--- src/design/assert_macros.svh ---
// Assertion macros used by the asserting design file.
`ifndef ASSERT_MACROS_SVH
`define ASSERT_MACROS_SVH

// Same-cycle implication.
`define ASSERT_IMPLIES(label, clk, rst, ante, cons) \
   label: assert property (@(posedge clk) disable iff (rst) (ante) |-> (cons)) \
      else $error("assertion failed");

// Next-cycle implication.
`define ASSERT_NEXT(label, clk, rst, ante, cons) \
   label: assert property (@(posedge clk) disable iff (rst) (ante) |=> (cons)) \
      else $error("assertion failed");

`endif

--- src/design/mrtu_pkg.sv ---
// Package for the Modbus RTU master frame engine: codes, types and the CRC step.
package mrtu_pkg;

   localparam logic [15:0] CRC_INIT           = 16'hFFFF;
   localparam logic [15:0] CRC_POLY           = 16'hA001;
   localparam logic [7:0]  FN_READ            = 8'h03;
   localparam logic [7:0]  FN_WRITE           = 8'h06;
   localparam logic [7:0]  BYTE_COUNT_ONE_REG = 8'h02;
   localparam logic [15:0] READ_COUNT_ONE     = 16'h0001;
   localparam logic [7:0]  ADDR_RESET         = 8'd1;
   localparam logic [15:0] TIMEOUT_RESET      = 16'd100;

   typedef logic [1:0] mode_type;
   typedef logic [1:0] status_type;
   typedef logic [2:0] byte_idx_type;

   localparam mode_type MODE_READ  = 2'd0;
   localparam mode_type MODE_WRITE = 2'd1;
   localparam mode_type MODE_BYTE  = 2'd2;
   localparam mode_type MODE_TICK  = 2'd3;

   localparam logic KIND_TX     = 1'b0;
   localparam logic KIND_REPORT = 1'b1;

   localparam status_type STATUS_OK      = 2'd0;
   localparam status_type STATUS_TIMEOUT = 2'd1;
   localparam status_type STATUS_CRC     = 2'd2;
   localparam status_type STATUS_INVALID = 2'd3;

   localparam logic CSR_SERVER_ADDRESS = 1'b0;
   localparam logic CSR_TIMEOUT_TICKS  = 1'b1;

   // Frame byte positions.
   localparam byte_idx_type IDX_ADDR    = 3'd0;
   localparam byte_idx_type IDX_FN      = 3'd1;
   localparam byte_idx_type IDX_REG_HI  = 3'd2;
   localparam byte_idx_type IDX_REG_LO  = 3'd3;
   localparam byte_idx_type IDX_WORD_HI = 3'd4;
   localparam byte_idx_type IDX_WORD_LO = 3'd5;
   localparam byte_idx_type IDX_CRC_LO  = 3'd6;
   localparam byte_idx_type IDX_CRC_HI  = 3'd7;

   localparam int QUEUE_DEPTH = 4;
   localparam int QPTR_W      = $clog2(QUEUE_DEPTH);
   localparam int QCNT_W      = $clog2(QUEUE_DEPTH + 1);

   typedef struct packed {
      logic [7:0]  server_address;
      logic [15:0] timeout_ticks;
   } cfg_type;

   typedef struct packed {
      logic        is_report;
      logic        is_write;
      logic [7:0]  addr;
      logic [15:0] reg_addr;
      logic [15:0] word;
      status_type  status;
   } entry_type;

   typedef struct packed {
      logic      valid;
      entry_type entry;
   } push_type;

   typedef struct packed {
      logic              full;
      logic              has_data;
      logic [QCNT_W-1:0] count;
   } qstat_type;

   function automatic logic [15:0] crc16_byte(input logic [15:0] crc, input logic [7:0] b);
      logic [15:0] c;
      c = crc ^ {8'h00, b};
      for (int k = 0; k < 8; k++) begin
         c = c[0] ? ((c >> 1) ^ CRC_POLY) : (c >> 1);
      end
      return c;
   endfunction

endpackage

--- src/design/mrtu_req_if.sv ---
// Request channel interface: valid, ready and one input event.
interface mrtu_req_if;
   import mrtu_pkg::*;

   logic        valid;
   logic        ready;
   mode_type    mode;
   logic [15:0] register_address;
   logic [15:0] write_value;
   logic [7:0]  line_byte;

   modport source (output valid, mode, register_address, write_value, line_byte,
                   input ready);
   modport sink   (input valid, mode, register_address, write_value, line_byte,
                   output ready);
endinterface

--- src/design/mrtu_rsp_if.sv ---
// Result channel interface: valid, ready and one result item.
interface mrtu_rsp_if;
   import mrtu_pkg::*;

   logic        valid;
   logic        ready;
   logic        kind;
   logic [7:0]  tx_byte;
   logic        last;
   status_type  status;
   logic [15:0] read_value;

   modport source (output valid, kind, tx_byte, last, status, read_value,
                   input ready);
   modport sink   (input valid, kind, tx_byte, last, status, read_value,
                   output ready);
endinterface

--- src/design/mrtu_front.sv ---
// Front end: accepts events, tracks the transaction and queues frame and report jobs.
module mrtu_front (
   input  logic               clock,
   input  logic               reset,
   input  mrtu_pkg::cfg_type  cfg,
   input  mrtu_pkg::qstat_type q_stat,
   output mrtu_pkg::push_type q_push,
   mrtu_req_if.sink           req_ch
);
   import mrtu_pkg::*;

   logic         busy_ff, busy_in;
   logic         is_write_ff, is_write_in;
   logic [7:0]   addr_ff, addr_in;
   logic [15:0]  reg_ff, reg_in;
   logic [15:0]  word_ff, word_in;
   byte_idx_type count_ff, count_in;
   logic [15:0]  crc_ff, crc_in;
   logic [15:0]  wait_ff, wait_in;
   logic         bad_ff, bad_in;
   logic [15:0]  data_ff, data_in;
   logic [7:0]   crclo_ff, crclo_in;

   logic         acc;
   logic [7:0]   exp_byte;
   logic [7:0]   fn_byte;
   byte_idx_type last_idx;
   byte_idx_type crc_stop;
   logic [15:0]  wait_next;

   assign req_ch.ready = !q_stat.full;
   assign acc          = req_ch.valid && req_ch.ready;
   assign fn_byte      = is_write_ff ? FN_WRITE : FN_READ;
   assign last_idx     = is_write_ff ? IDX_CRC_HI : IDX_CRC_LO;
   assign crc_stop     = is_write_ff ? IDX_CRC_LO : IDX_WORD_LO;
   assign wait_next    = (wait_ff == 16'hFFFF) ? wait_ff : wait_ff + 16'd1;

   always_comb begin
      case (count_ff)
         IDX_ADDR:    exp_byte = addr_ff;
         IDX_FN:      exp_byte = fn_byte;
         IDX_REG_HI:  exp_byte = is_write_ff ? reg_ff[15:8] : BYTE_COUNT_ONE_REG;
         IDX_REG_LO:  exp_byte = reg_ff[7:0];
         IDX_WORD_HI: exp_byte = word_ff[15:8];
         IDX_WORD_LO: exp_byte = word_ff[7:0];
         IDX_CRC_LO:  exp_byte = crc_ff[7:0];
         IDX_CRC_HI:  exp_byte = crc_ff[15:8];
         default:     exp_byte = 8'h00;
      endcase
   end

   always_comb begin
      busy_in     = busy_ff;
      is_write_in = is_write_ff;
      addr_in     = addr_ff;
      reg_in      = reg_ff;
      word_in     = word_ff;
      count_in    = count_ff;
      crc_in      = crc_ff;
      wait_in     = wait_ff;
      bad_in      = bad_ff;
      data_in     = data_ff;
      crclo_in    = crclo_ff;

      q_push                 = '0;
      q_push.entry.is_report = KIND_REPORT;
      q_push.entry.status    = STATUS_OK;

      if (acc) begin
         case (req_ch.mode)
            MODE_READ, MODE_WRITE: begin
               if (!busy_ff) begin
                  busy_in     = 1'b1;
                  is_write_in = (req_ch.mode == MODE_WRITE);
                  addr_in     = cfg.server_address;
                  reg_in      = req_ch.register_address;
                  word_in     = is_write_in ? req_ch.write_value : READ_COUNT_ONE;
                  count_in    = IDX_ADDR;
                  crc_in      = CRC_INIT;
                  wait_in     = 16'h0000;
                  bad_in      = 1'b0;
                  q_push.valid           = 1'b1;
                  q_push.entry.is_report = KIND_TX;
                  q_push.entry.is_write  = is_write_in;
                  q_push.entry.addr      = addr_in;
                  q_push.entry.reg_addr  = reg_in;
                  q_push.entry.word      = word_in;
               end
            end
            MODE_TICK: begin
               if (busy_ff) begin
                  wait_in = wait_next;
                  if (wait_next >= cfg.timeout_ticks) begin
                     busy_in             = 1'b0;
                     q_push.valid        = 1'b1;
                     q_push.entry.status = STATUS_TIMEOUT;
                  end
               end
            end
            MODE_BYTE: begin
               if (busy_ff) begin
                  bad_in = bad_ff | ((req_ch.line_byte != exp_byte) &&
                                     (is_write_ff || count_ff < IDX_REG_LO));
                  if (count_ff < crc_stop) begin
                     crc_in = crc16_byte(crc_ff, req_ch.line_byte);
                  end
                  if (count_ff == IDX_REG_LO) begin
                     data_in[15:8] = req_ch.line_byte;
                  end
                  if (count_ff == IDX_WORD_HI) begin
                     data_in[7:0] = req_ch.line_byte;
                  end
                  if (count_ff == IDX_WORD_LO) begin
                     crclo_in = req_ch.line_byte;
                  end
                  count_in = count_ff + 3'd1;
                  if (count_ff == last_idx) begin
                     busy_in      = 1'b0;
                     q_push.valid = 1'b1;
                     if (is_write_ff) begin
                        q_push.entry.status = bad_in ? STATUS_INVALID : STATUS_OK;
                     end else if ({req_ch.line_byte, crclo_ff} != crc_ff) begin
                        q_push.entry.status = STATUS_CRC;
                     end else if (bad_ff) begin
                        q_push.entry.status = STATUS_INVALID;
                     end else begin
                        q_push.entry.word = data_ff;
                     end
                  end
               end
            end
            default: begin
            end
         endcase
      end
   end

   always_ff @(posedge clock) begin
      if (reset) begin
         busy_ff     <= 1'b0;
         is_write_ff <= 1'b0;
         count_ff    <= IDX_ADDR;
         crc_ff      <= CRC_INIT;
         wait_ff     <= 16'h0000;
         bad_ff      <= 1'b0;
      end else begin
         busy_ff     <= busy_in;
         is_write_ff <= is_write_in;
         count_ff    <= count_in;
         crc_ff      <= crc_in;
         wait_ff     <= wait_in;
         bad_ff      <= bad_in;
      end
   end

   always_ff @(posedge clock) begin
      addr_ff  <= addr_in;
      reg_ff   <= reg_in;
      word_ff  <= word_in;
      data_ff  <= data_in;
      crclo_ff <= crclo_in;
   end

endmodule

--- src/design/mrtu_queue.sv ---
// Job queue between the front end and the back end.
module mrtu_queue (
   input  logic                clock,
   input  logic                reset,
   input  mrtu_pkg::push_type  q_push,
   input  logic                pop,
   output mrtu_pkg::entry_type head,
   output mrtu_pkg::qstat_type q_stat
);
   import mrtu_pkg::*;

   entry_type         mem_ff [QUEUE_DEPTH];
   logic [QPTR_W-1:0] wr_ptr_ff, wr_ptr_in;
   logic [QPTR_W-1:0] rd_ptr_ff, rd_ptr_in;
   logic [QCNT_W-1:0] count_ff, count_in;
   logic              do_push, do_pop;

   assign q_stat.count    = count_ff;
   assign q_stat.full     = (count_ff == QCNT_W'(QUEUE_DEPTH));
   assign q_stat.has_data = (count_ff != '0);
   assign head            = mem_ff[rd_ptr_ff];

   assign do_push = q_push.valid && !q_stat.full;
   assign do_pop  = pop && q_stat.has_data;

   always_comb begin
      wr_ptr_in = do_push ? QPTR_W'((32'(wr_ptr_ff) + 1) % QUEUE_DEPTH) : wr_ptr_ff;
      rd_ptr_in = do_pop  ? QPTR_W'((32'(rd_ptr_ff) + 1) % QUEUE_DEPTH) : rd_ptr_ff;
      count_in  = count_ff;
      if (do_push && !do_pop) begin
         count_in = count_ff + QCNT_W'(1);
      end else if (do_pop && !do_push) begin
         count_in = count_ff - QCNT_W'(1);
      end
   end

   always_ff @(posedge clock) begin
      if (reset) begin
         wr_ptr_ff <= '0;
         rd_ptr_ff <= '0;
         count_ff  <= '0;
      end else begin
         wr_ptr_ff <= wr_ptr_in;
         rd_ptr_ff <= rd_ptr_in;
         count_ff  <= count_in;
      end
   end

   always_ff @(posedge clock) begin
      if (do_push) begin
         mem_ff[wr_ptr_ff] <= q_push.entry;
      end
   end

endmodule

--- src/design/mrtu_back.sv ---
// Back end: expands queued jobs into frame bytes or reports and drives the result channel.
module mrtu_back (
   input  logic                clock,
   input  logic                reset,
   input  mrtu_pkg::entry_type head,
   input  mrtu_pkg::qstat_type q_stat,
   output logic                pop,
   mrtu_rsp_if.source          rsp_ch
);
   import mrtu_pkg::*;

   byte_idx_type idx_ff, idx_in;
   logic [15:0]  crc_ff, crc_in;
   logic         valid_ff, valid_in;
   logic         kind_ff, kind_in;
   logic [7:0]   tx_ff, tx_in;
   logic         last_ff, last_in;
   status_type   status_ff, status_in;
   logic [15:0]  value_ff, value_in;

   logic         adv;
   logic [7:0]   frame_byte;

   assign adv = q_stat.has_data && (!valid_ff || rsp_ch.ready);

   assign rsp_ch.valid      = valid_ff;
   assign rsp_ch.kind       = kind_ff;
   assign rsp_ch.tx_byte    = tx_ff;
   assign rsp_ch.last       = last_ff;
   assign rsp_ch.status     = status_ff;
   assign rsp_ch.read_value = value_ff;

   always_comb begin
      case (idx_ff)
         IDX_ADDR:    frame_byte = head.addr;
         IDX_FN:      frame_byte = head.is_write ? FN_WRITE : FN_READ;
         IDX_REG_HI:  frame_byte = head.reg_addr[15:8];
         IDX_REG_LO:  frame_byte = head.reg_addr[7:0];
         IDX_WORD_HI: frame_byte = head.word[15:8];
         IDX_WORD_LO: frame_byte = head.word[7:0];
         IDX_CRC_LO:  frame_byte = crc_ff[7:0];
         IDX_CRC_HI:  frame_byte = crc_ff[15:8];
         default:     frame_byte = 8'h00;
      endcase
   end

   always_comb begin
      idx_in    = idx_ff;
      crc_in    = crc_ff;
      valid_in  = valid_ff;
      kind_in   = kind_ff;
      tx_in     = tx_ff;
      last_in   = last_ff;
      status_in = status_ff;
      value_in  = value_ff;
      pop       = 1'b0;

      if (adv) begin
         valid_in = 1'b1;
         if (head.is_report) begin
            kind_in   = KIND_REPORT;
            tx_in     = 8'h00;
            last_in   = 1'b0;
            status_in = head.status;
            value_in  = head.word;
            pop       = 1'b1;
         end else begin
            kind_in   = KIND_TX;
            tx_in     = frame_byte;
            last_in   = (idx_ff == IDX_CRC_HI);
            status_in = STATUS_OK;
            value_in  = 16'h0000;
            if (idx_ff == IDX_CRC_HI) begin
               pop    = 1'b1;
               idx_in = IDX_ADDR;
               crc_in = CRC_INIT;
            end else begin
               idx_in = idx_ff + 3'd1;
               if (idx_ff < IDX_CRC_LO) begin
                  crc_in = crc16_byte(crc_ff, frame_byte);
               end
            end
         end
      end else if (rsp_ch.ready) begin
         valid_in = 1'b0;
      end
   end

   always_ff @(posedge clock) begin
      if (reset) begin
         idx_ff   <= IDX_ADDR;
         crc_ff   <= CRC_INIT;
         valid_ff <= 1'b0;
      end else begin
         idx_ff   <= idx_in;
         crc_ff   <= crc_in;
         valid_ff <= valid_in;
      end
   end

   always_ff @(posedge clock) begin
      kind_ff   <= kind_in;
      tx_ff     <= tx_in;
      last_ff   <= last_in;
      status_ff <= status_in;
      value_ff  <= value_in;
   end

endmodule

--- src/design/modbus_rtu_master_frame_engine.sv ---
// Modbus RTU master frame engine, top level. Each input event on req_ch is a read request,
// a write request, a received line byte or a timer tick; the block takes one event per
// cycle while its four-entry job queue has room. A request taken while idle yields eight
// transmit bytes (address, function, register, count or value, CRC low then high), issued
// one per cycle by the back end while rsp_ch takes them, with a byte-serial CRC step. A response
// byte or tick is handled in the cycle it is taken and yields at most one completion
// report. Requests while a transaction is open and bytes or ticks while idle give nothing.
// Results leave through a registered output stage, so a stalled rsp_ch does not stop
// input until the queue fills.
`include "assert_macros.svh"

module modbus_rtu_master_frame_engine (
   input  logic        clock,
   input  logic        reset,
   input  logic        csr_we,
   input  logic        csr_index,
   input  logic [15:0] csr_wdata,
   mrtu_req_if.sink    req_ch,
   mrtu_rsp_if.source  rsp_ch
);
   import mrtu_pkg::*;

   cfg_type   cfg_ff, cfg_in;
   push_type  q_push;
   qstat_type q_stat;
   entry_type head;
   logic      pop;

   always_comb begin
      cfg_in = cfg_ff;
      if (csr_we) begin
         case (csr_index)
            CSR_SERVER_ADDRESS: cfg_in.server_address = csr_wdata[7:0];
            CSR_TIMEOUT_TICKS:  cfg_in.timeout_ticks  = csr_wdata;
            default: begin
            end
         endcase
      end
   end

   always_ff @(posedge clock) begin
      if (reset) begin
         cfg_ff.server_address <= ADDR_RESET;
         cfg_ff.timeout_ticks  <= TIMEOUT_RESET;
      end else begin
         cfg_ff <= cfg_in;
      end
   end

   mrtu_front u_front (
      .clock  (clock),
      .reset  (reset),
      .cfg    (cfg_ff),
      .q_stat (q_stat),
      .q_push (q_push),
      .req_ch (req_ch)
   );

   mrtu_queue u_queue (
      .clock  (clock),
      .reset  (reset),
      .q_push (q_push),
      .pop    (pop),
      .head   (head),
      .q_stat (q_stat)
   );

   mrtu_back u_back (
      .clock  (clock),
      .reset  (reset),
      .head   (head),
      .q_stat (q_stat),
      .pop    (pop),
      .rsp_ch (rsp_ch)
   );

   `ASSERT_IMPLIES(a_tx_clean, clock, reset, rsp_ch.valid && rsp_ch.kind == KIND_TX, rsp_ch.status == STATUS_OK && rsp_ch.read_value == 16'h0000)
   `ASSERT_IMPLIES(a_report_clean, clock, reset, rsp_ch.valid && rsp_ch.kind == KIND_REPORT, rsp_ch.tx_byte == 8'h00 && !rsp_ch.last)
   `ASSERT_IMPLIES(a_no_overflow, clock, reset, q_stat.full, !q_push.valid)
   `ASSERT_NEXT(a_queue_quiet, clock, reset, q_stat.count == '0 && !q_push.valid, q_stat.count == '0)

endmodule
--- src/flat_wrapper.sv ---
// flat-port wrapper written by rule: the top's interface ports become plain ports
module modbus_rtu_master_frame_engine_flat import mrtu_pkg::*;
  (clock, reset, csr_we, csr_index, csr_wdata, req_ch_valid, req_ch_mode, req_ch_register_address, req_ch_write_value, req_ch_line_byte, req_ch_ready, rsp_ch_valid, rsp_ch_kind, rsp_ch_tx_byte, rsp_ch_last, rsp_ch_status, rsp_ch_read_value, rsp_ch_ready);
  mrtu_req_if req_ch_i ();
  mrtu_rsp_if rsp_ch_i ();
  input  logic clock;
  input  logic reset;
  input  logic csr_we;
  input  logic csr_index;
  input  logic [15:0] csr_wdata;
  input wire logic [$bits(req_ch_i.valid)-1:0] req_ch_valid;
  input wire logic [$bits(req_ch_i.mode)-1:0] req_ch_mode;
  input wire logic [$bits(req_ch_i.register_address)-1:0] req_ch_register_address;
  input wire logic [$bits(req_ch_i.write_value)-1:0] req_ch_write_value;
  input wire logic [$bits(req_ch_i.line_byte)-1:0] req_ch_line_byte;
  output wire logic [$bits(req_ch_i.ready)-1:0] req_ch_ready;
  output wire logic [$bits(rsp_ch_i.valid)-1:0] rsp_ch_valid;
  output wire logic [$bits(rsp_ch_i.kind)-1:0] rsp_ch_kind;
  output wire logic [$bits(rsp_ch_i.tx_byte)-1:0] rsp_ch_tx_byte;
  output wire logic [$bits(rsp_ch_i.last)-1:0] rsp_ch_last;
  output wire logic [$bits(rsp_ch_i.status)-1:0] rsp_ch_status;
  output wire logic [$bits(rsp_ch_i.read_value)-1:0] rsp_ch_read_value;
  input wire logic [$bits(rsp_ch_i.ready)-1:0] rsp_ch_ready;
  assign req_ch_i.valid = req_ch_valid;
  assign req_ch_i.mode = req_ch_mode;
  assign req_ch_i.register_address = req_ch_register_address;
  assign req_ch_i.write_value = req_ch_write_value;
  assign req_ch_i.line_byte = req_ch_line_byte;
  assign req_ch_ready = req_ch_i.ready;
  assign rsp_ch_valid = rsp_ch_i.valid;
  assign rsp_ch_kind = rsp_ch_i.kind;
  assign rsp_ch_tx_byte = rsp_ch_i.tx_byte;
  assign rsp_ch_last = rsp_ch_i.last;
  assign rsp_ch_status = rsp_ch_i.status;
  assign rsp_ch_read_value = rsp_ch_i.read_value;
  assign rsp_ch_i.ready = rsp_ch_ready;
  modbus_rtu_master_frame_engine u_core (.clock(clock), .reset(reset), .csr_we(csr_we), .csr_index(csr_index), .csr_wdata(csr_wdata), .req_ch(req_ch_i), .rsp_ch(rsp_ch_i));
endmodule
--- config.mk ---
export PLATFORM = sky130hd
export DESIGN_NAME = modbus_rtu_master_frame_engine_flat
export DESIGN_NICKNAME = d
export VERILOG_FILES = /design/src/design/mrtu_pkg.sv /design/src/design/mrtu_req_if.sv /design/src/design/mrtu_rsp_if.sv /design/src/design/mrtu_front.sv /design/src/design/mrtu_queue.sv /design/src/design/mrtu_back.sv /design/src/design/modbus_rtu_master_frame_engine.sv /design/src/flat_wrapper.sv
export VERILOG_INCLUDE_DIRS = /design/src /design/src/design
export SDC_FILE = /design/constraint.sdc
export NUM_CORES = 1
export LEC_CHECK = 0
export BUFFER_PORTS_ARGS = -buffer_cell sky130_fd_sc_hd__buf_2
export CAP_MARGIN = 0
export CORE_ASPECT_RATIO = 0.9
export CORE_UTILIZATION = 49
export CTS_CLUSTER_DIAMETER = 150
export CTS_CLUSTER_SIZE = 10
export DETAILED_ROUTE_END_ITERATION = 8
export GPL_ROUTABILITY_DRIVEN = 0
export PLACE_DENSITY = 0.68
export SLEW_MARGIN = 20
export SYNTH_ARGS = -nofsm -noshare
export SYNTH_HDL_FRONTEND = slang
export SYNTH_SLANG_ARGS = --single-unit
--- constraint.sdc ---
create_clock -name clock -period 9.13 [get_ports clock]
set_input_delay 2.2825 -clock clock [delete_from_list [all_inputs] [get_ports clock]]
set_output_delay 2.2825 -clock clock [all_outputs]
set_load 0.03 [all_outputs]
==> impl_results.md <==
- Slew @ Worst Pin: 1050 ps
- Fin. max-slew vios: 0
- Unrepaired setup endpoints after global routing: no
- Hold Violations, Final: 0
- Grt ovf: 0
- Post-Synthesis Cells: 1254
- DPL Wire Length: approximately 25000 microns
- Primary FF master, synth: edfxtp_1
- Setup violators final: 0
- Pwr dens: around 270 nW/um^2
- Final #Nets: 1444
- IO Port Bufs: 93
- Routed wire per std cell: 20.68 microns
- Residual DRC count: 12
- Fin crit period: between 5000 and 6000 ps
- Row count: 62
- Area Overhead vs Synth: 12.57%
- Asr flop ratio synth: 0
- Core area: 32040 sq um
- Clock Latency Late Sink: 550 ps
- Yosys reg bits: between 300 and 400
- Leak: between 6 and 7 nW
- Hold Crit Class: reg2reg
- Vias per cell: 5.766
- CTS Hold Bufs: 0
- Flop2flop setup slack: about 4100 ps
- Final period util: 0.5559
- Vias in the first global route: between 9k and 10k
- CP Class: reg2reg
- Max Cap Violations: 0
- Sink Count: roughly 360
- Synth unique cells: 73
- Drt initial violations: approximately 1.0k
- Die area: about 33000 sq um
- Fin Setup TNS: 0 ps
- Root buf cell: clkbuf_16
- Post-CTS setup buffer count: 0
- H-tree levels: 2
- Relative slew slack: 0.2977
- Via count: just over 10k
- Total iterations of the first detailed-routing run: 9
- Largest net degree at the start of global routing: 94
- Die Y: between 150 and 200 microns
- Num ports: 94
- Gr usage total: 0.2251
- Post-CTS Resized: 0
- Cts bufs inserted: 41
- Netlist Area Pre-Place: 16030 sq um
- Share of layout cells above drive strength 1: 0.1500
- Worst Path Arrival: roughly 5500 ps
- Register area share after synthesis: 0.6156
- Crit Path Max Fanout: 9
- Routed wire length: around 37000 microns
- Peak VDD IR: roughly 0.00018 V
- Detail Route Antenna Nets: 0
- CP Data Required Time: about 9600 ps
- Die width: 192.7 microns
- Post-Syn Area per Cell: between 10 and 15 sq um
- WHS: between 400 and 500 ps
- Clock Skew: 24.56 ps
- Starting Density: 0.5004
- Antenna violations before repair: 0
- Longest Clk Path Bufs: 3
- Worst-path clk slew: approximately 60 ps
- Yosys warns: 0
- Syn nets: ~1.4k
- Setup crit start kind: flop
- Critical path capture point type: flop
- Max Fclk: between 0.15 and 0.2 GHz
- Status: finished, violations left
- Ant. Diodes: 0
- Failing checks: design-rule violations
- First-pass GRT wire length: 56880 microns
- Number of synthesized flops with an enable pin: roughly 270
- TritonCTS clock tree: built
## through the flow
step                      setup slack [ps]  power [mW]  std cells  area (sq um)  utilization
after floorplan                       3647       3.040       1254         16030            -
after global placement                4231       3.332       1716         16850       0.5259
after detailed placement              4136       3.347       1716         16850       0.5259
after CTS                             4101       4.839       1789         18040       0.5632
after global routing                  3694       5.018       1789         18050       0.5633
final                                 4055       4.799       1789         18050       0.5633
## metal layers
| layer | track usage | up-vias | part of all wire |
|---|---|---|---|
| li1 | - | 4844 | - |
| met1 | 0.3382 | 5043 | 0.47 |
| met2 | 0.3302 | 355 | 0.44 |
| met3 | 0.03603 | 74 | 0.060 |
| met4 | 0.07808 | 0 | 0.031 |
| met5 | 0 | - | 0 |
## registers in the layout, indices dropped and copies added, names as in the netlist, 2 cells and up, named ones only
name                             flops
u_core.u_front.crc_ff               16
u_core.u_back.rsp_ch.tx_byte         8
u_core.u_back.rsp_ch.status          2
u_core.u_back.rsp_ch.read_value     16
u_core.u_queue.rd_ptr_ff             2
u_core.u_front.addr_ff               8
u_core.u_front.wait_ff              16
u_core.u_queue.wr_ptr_ff             2
u_core.u_front.count_ff              3
u_core.u_queue.count_ff              3
u_core.u_front.data_ff              16
u_core.u_back.idx_ff                 3
u_core.u_front.crclo_ff              8
u_core.u_queue.mem_ff              176
u_core.cfg_ff                       24
u_core.u_back.crc_ff                16
u_core.u_front.reg_ff               16
u_core.u_front.word_ff              16
## Yosys cell counts, drive strengths merged (29+ instances only)
cell type,number,area share
ha,36,0.028
dfxtp,91,0.11
inv,33,0.0077
o21ai,32,0.010
and2,37,0.014
and3,35,0.014
edfxtp,268,0.50
a21oi,60,0.019
xnor2,42,0.025
mux4,29,0.042
nand2b,29,0.011
xor2,34,0.020
clkbuf,46,0.011
nor2,104,0.025
nand2,93,0.022
## layout make-up
class                      count  area (sq um)
clock inverter                 2         36.28
inverter                      34         127.6
sequential                   359          9874
clock buffer                  71          1160
fill                        2682         13990
timing repair buffer         110         593.1
tap                          416         520.5
multi-input combinational    797          5736
## cell families (layout without fill, tap and decap cells)
family	Yosys count	count (layout)	share of synthesized area
multiplexers	65	65	0.06587
flip-flops	359	359	0.6156
AND/OR/NAND/NOR	405	405	0.1259
adder cells (fa/ha/maj)	37	37	0.02935
AO/OA/AOI/OAI	213	213	0.08944
XOR/XNOR	77	77	0.04605
buffers and inverters	98	217	0.02778
## worst max-delay path: stages (launching register included)
cell     delay (ps)
dfxtp_1         420
ha_1            220
nand2_1         110
nor3_1          480
nand2_1         350
nand4_1         330
nor2_1          130
nand3_1         160
xnor2_1         100
ha_1            300
a21o_1          120
a21o_1          110
a21oi_1          60
o221a_2         300
o211a_1         270
nor2_1          200
ha_1            220
inv_1            70
fa_1            430
xor2_1          180
or3_1           300
a21oi_1         140
## worst paths after layout
path / start / end / depth (start not counted)
hold / removal: u_core.cfg_ff[11]$_SDFFE_PP0P_ / u_core.cfg_ff[11]$_SDFFE_PP0P_ / 2
setup reg to reg: u_core.u_front.wait_ff[0]$_SDFFE_PP0P_ / u_core.u_queue.count_ff[2]$_SDFFE_PP0P_ / 21
hold reg to reg: u_core.cfg_ff[11]$_SDFFE_PP0P_ / u_core.cfg_ff[11]$_SDFFE_PP0P_ / 2
setup / recovery: u_core.u_front.wait_ff[0]$_SDFFE_PP0P_ / u_core.u_queue.count_ff[2]$_SDFFE_PP0P_ / 21
## cell usage in the layout, fill, tap and decap left out, types with 30 or more instances in the layout
cell / count
dfxtp_1: 89
and2_1: 36
inv_1: 33
xor2_1: 32
a21oi_1: 59
nor2_1: 103
ha_1: 36
clkbuf_16: 42
o21ai_0: 30
buf_2: 93
edfxtp_1: 268
and3_1: 31
nand2_1: 93
xnor2_1: 39
## report_power, final
part	switching, mW	total, mW	internal (mW)
Sequential	0.0983	2.04	1.94
Clock	0.627	1.49	0.862
Combinational	0.753	1.27	0.514
Total	1.48	4.80	3.32
Power figures use the tool's default switching activity.
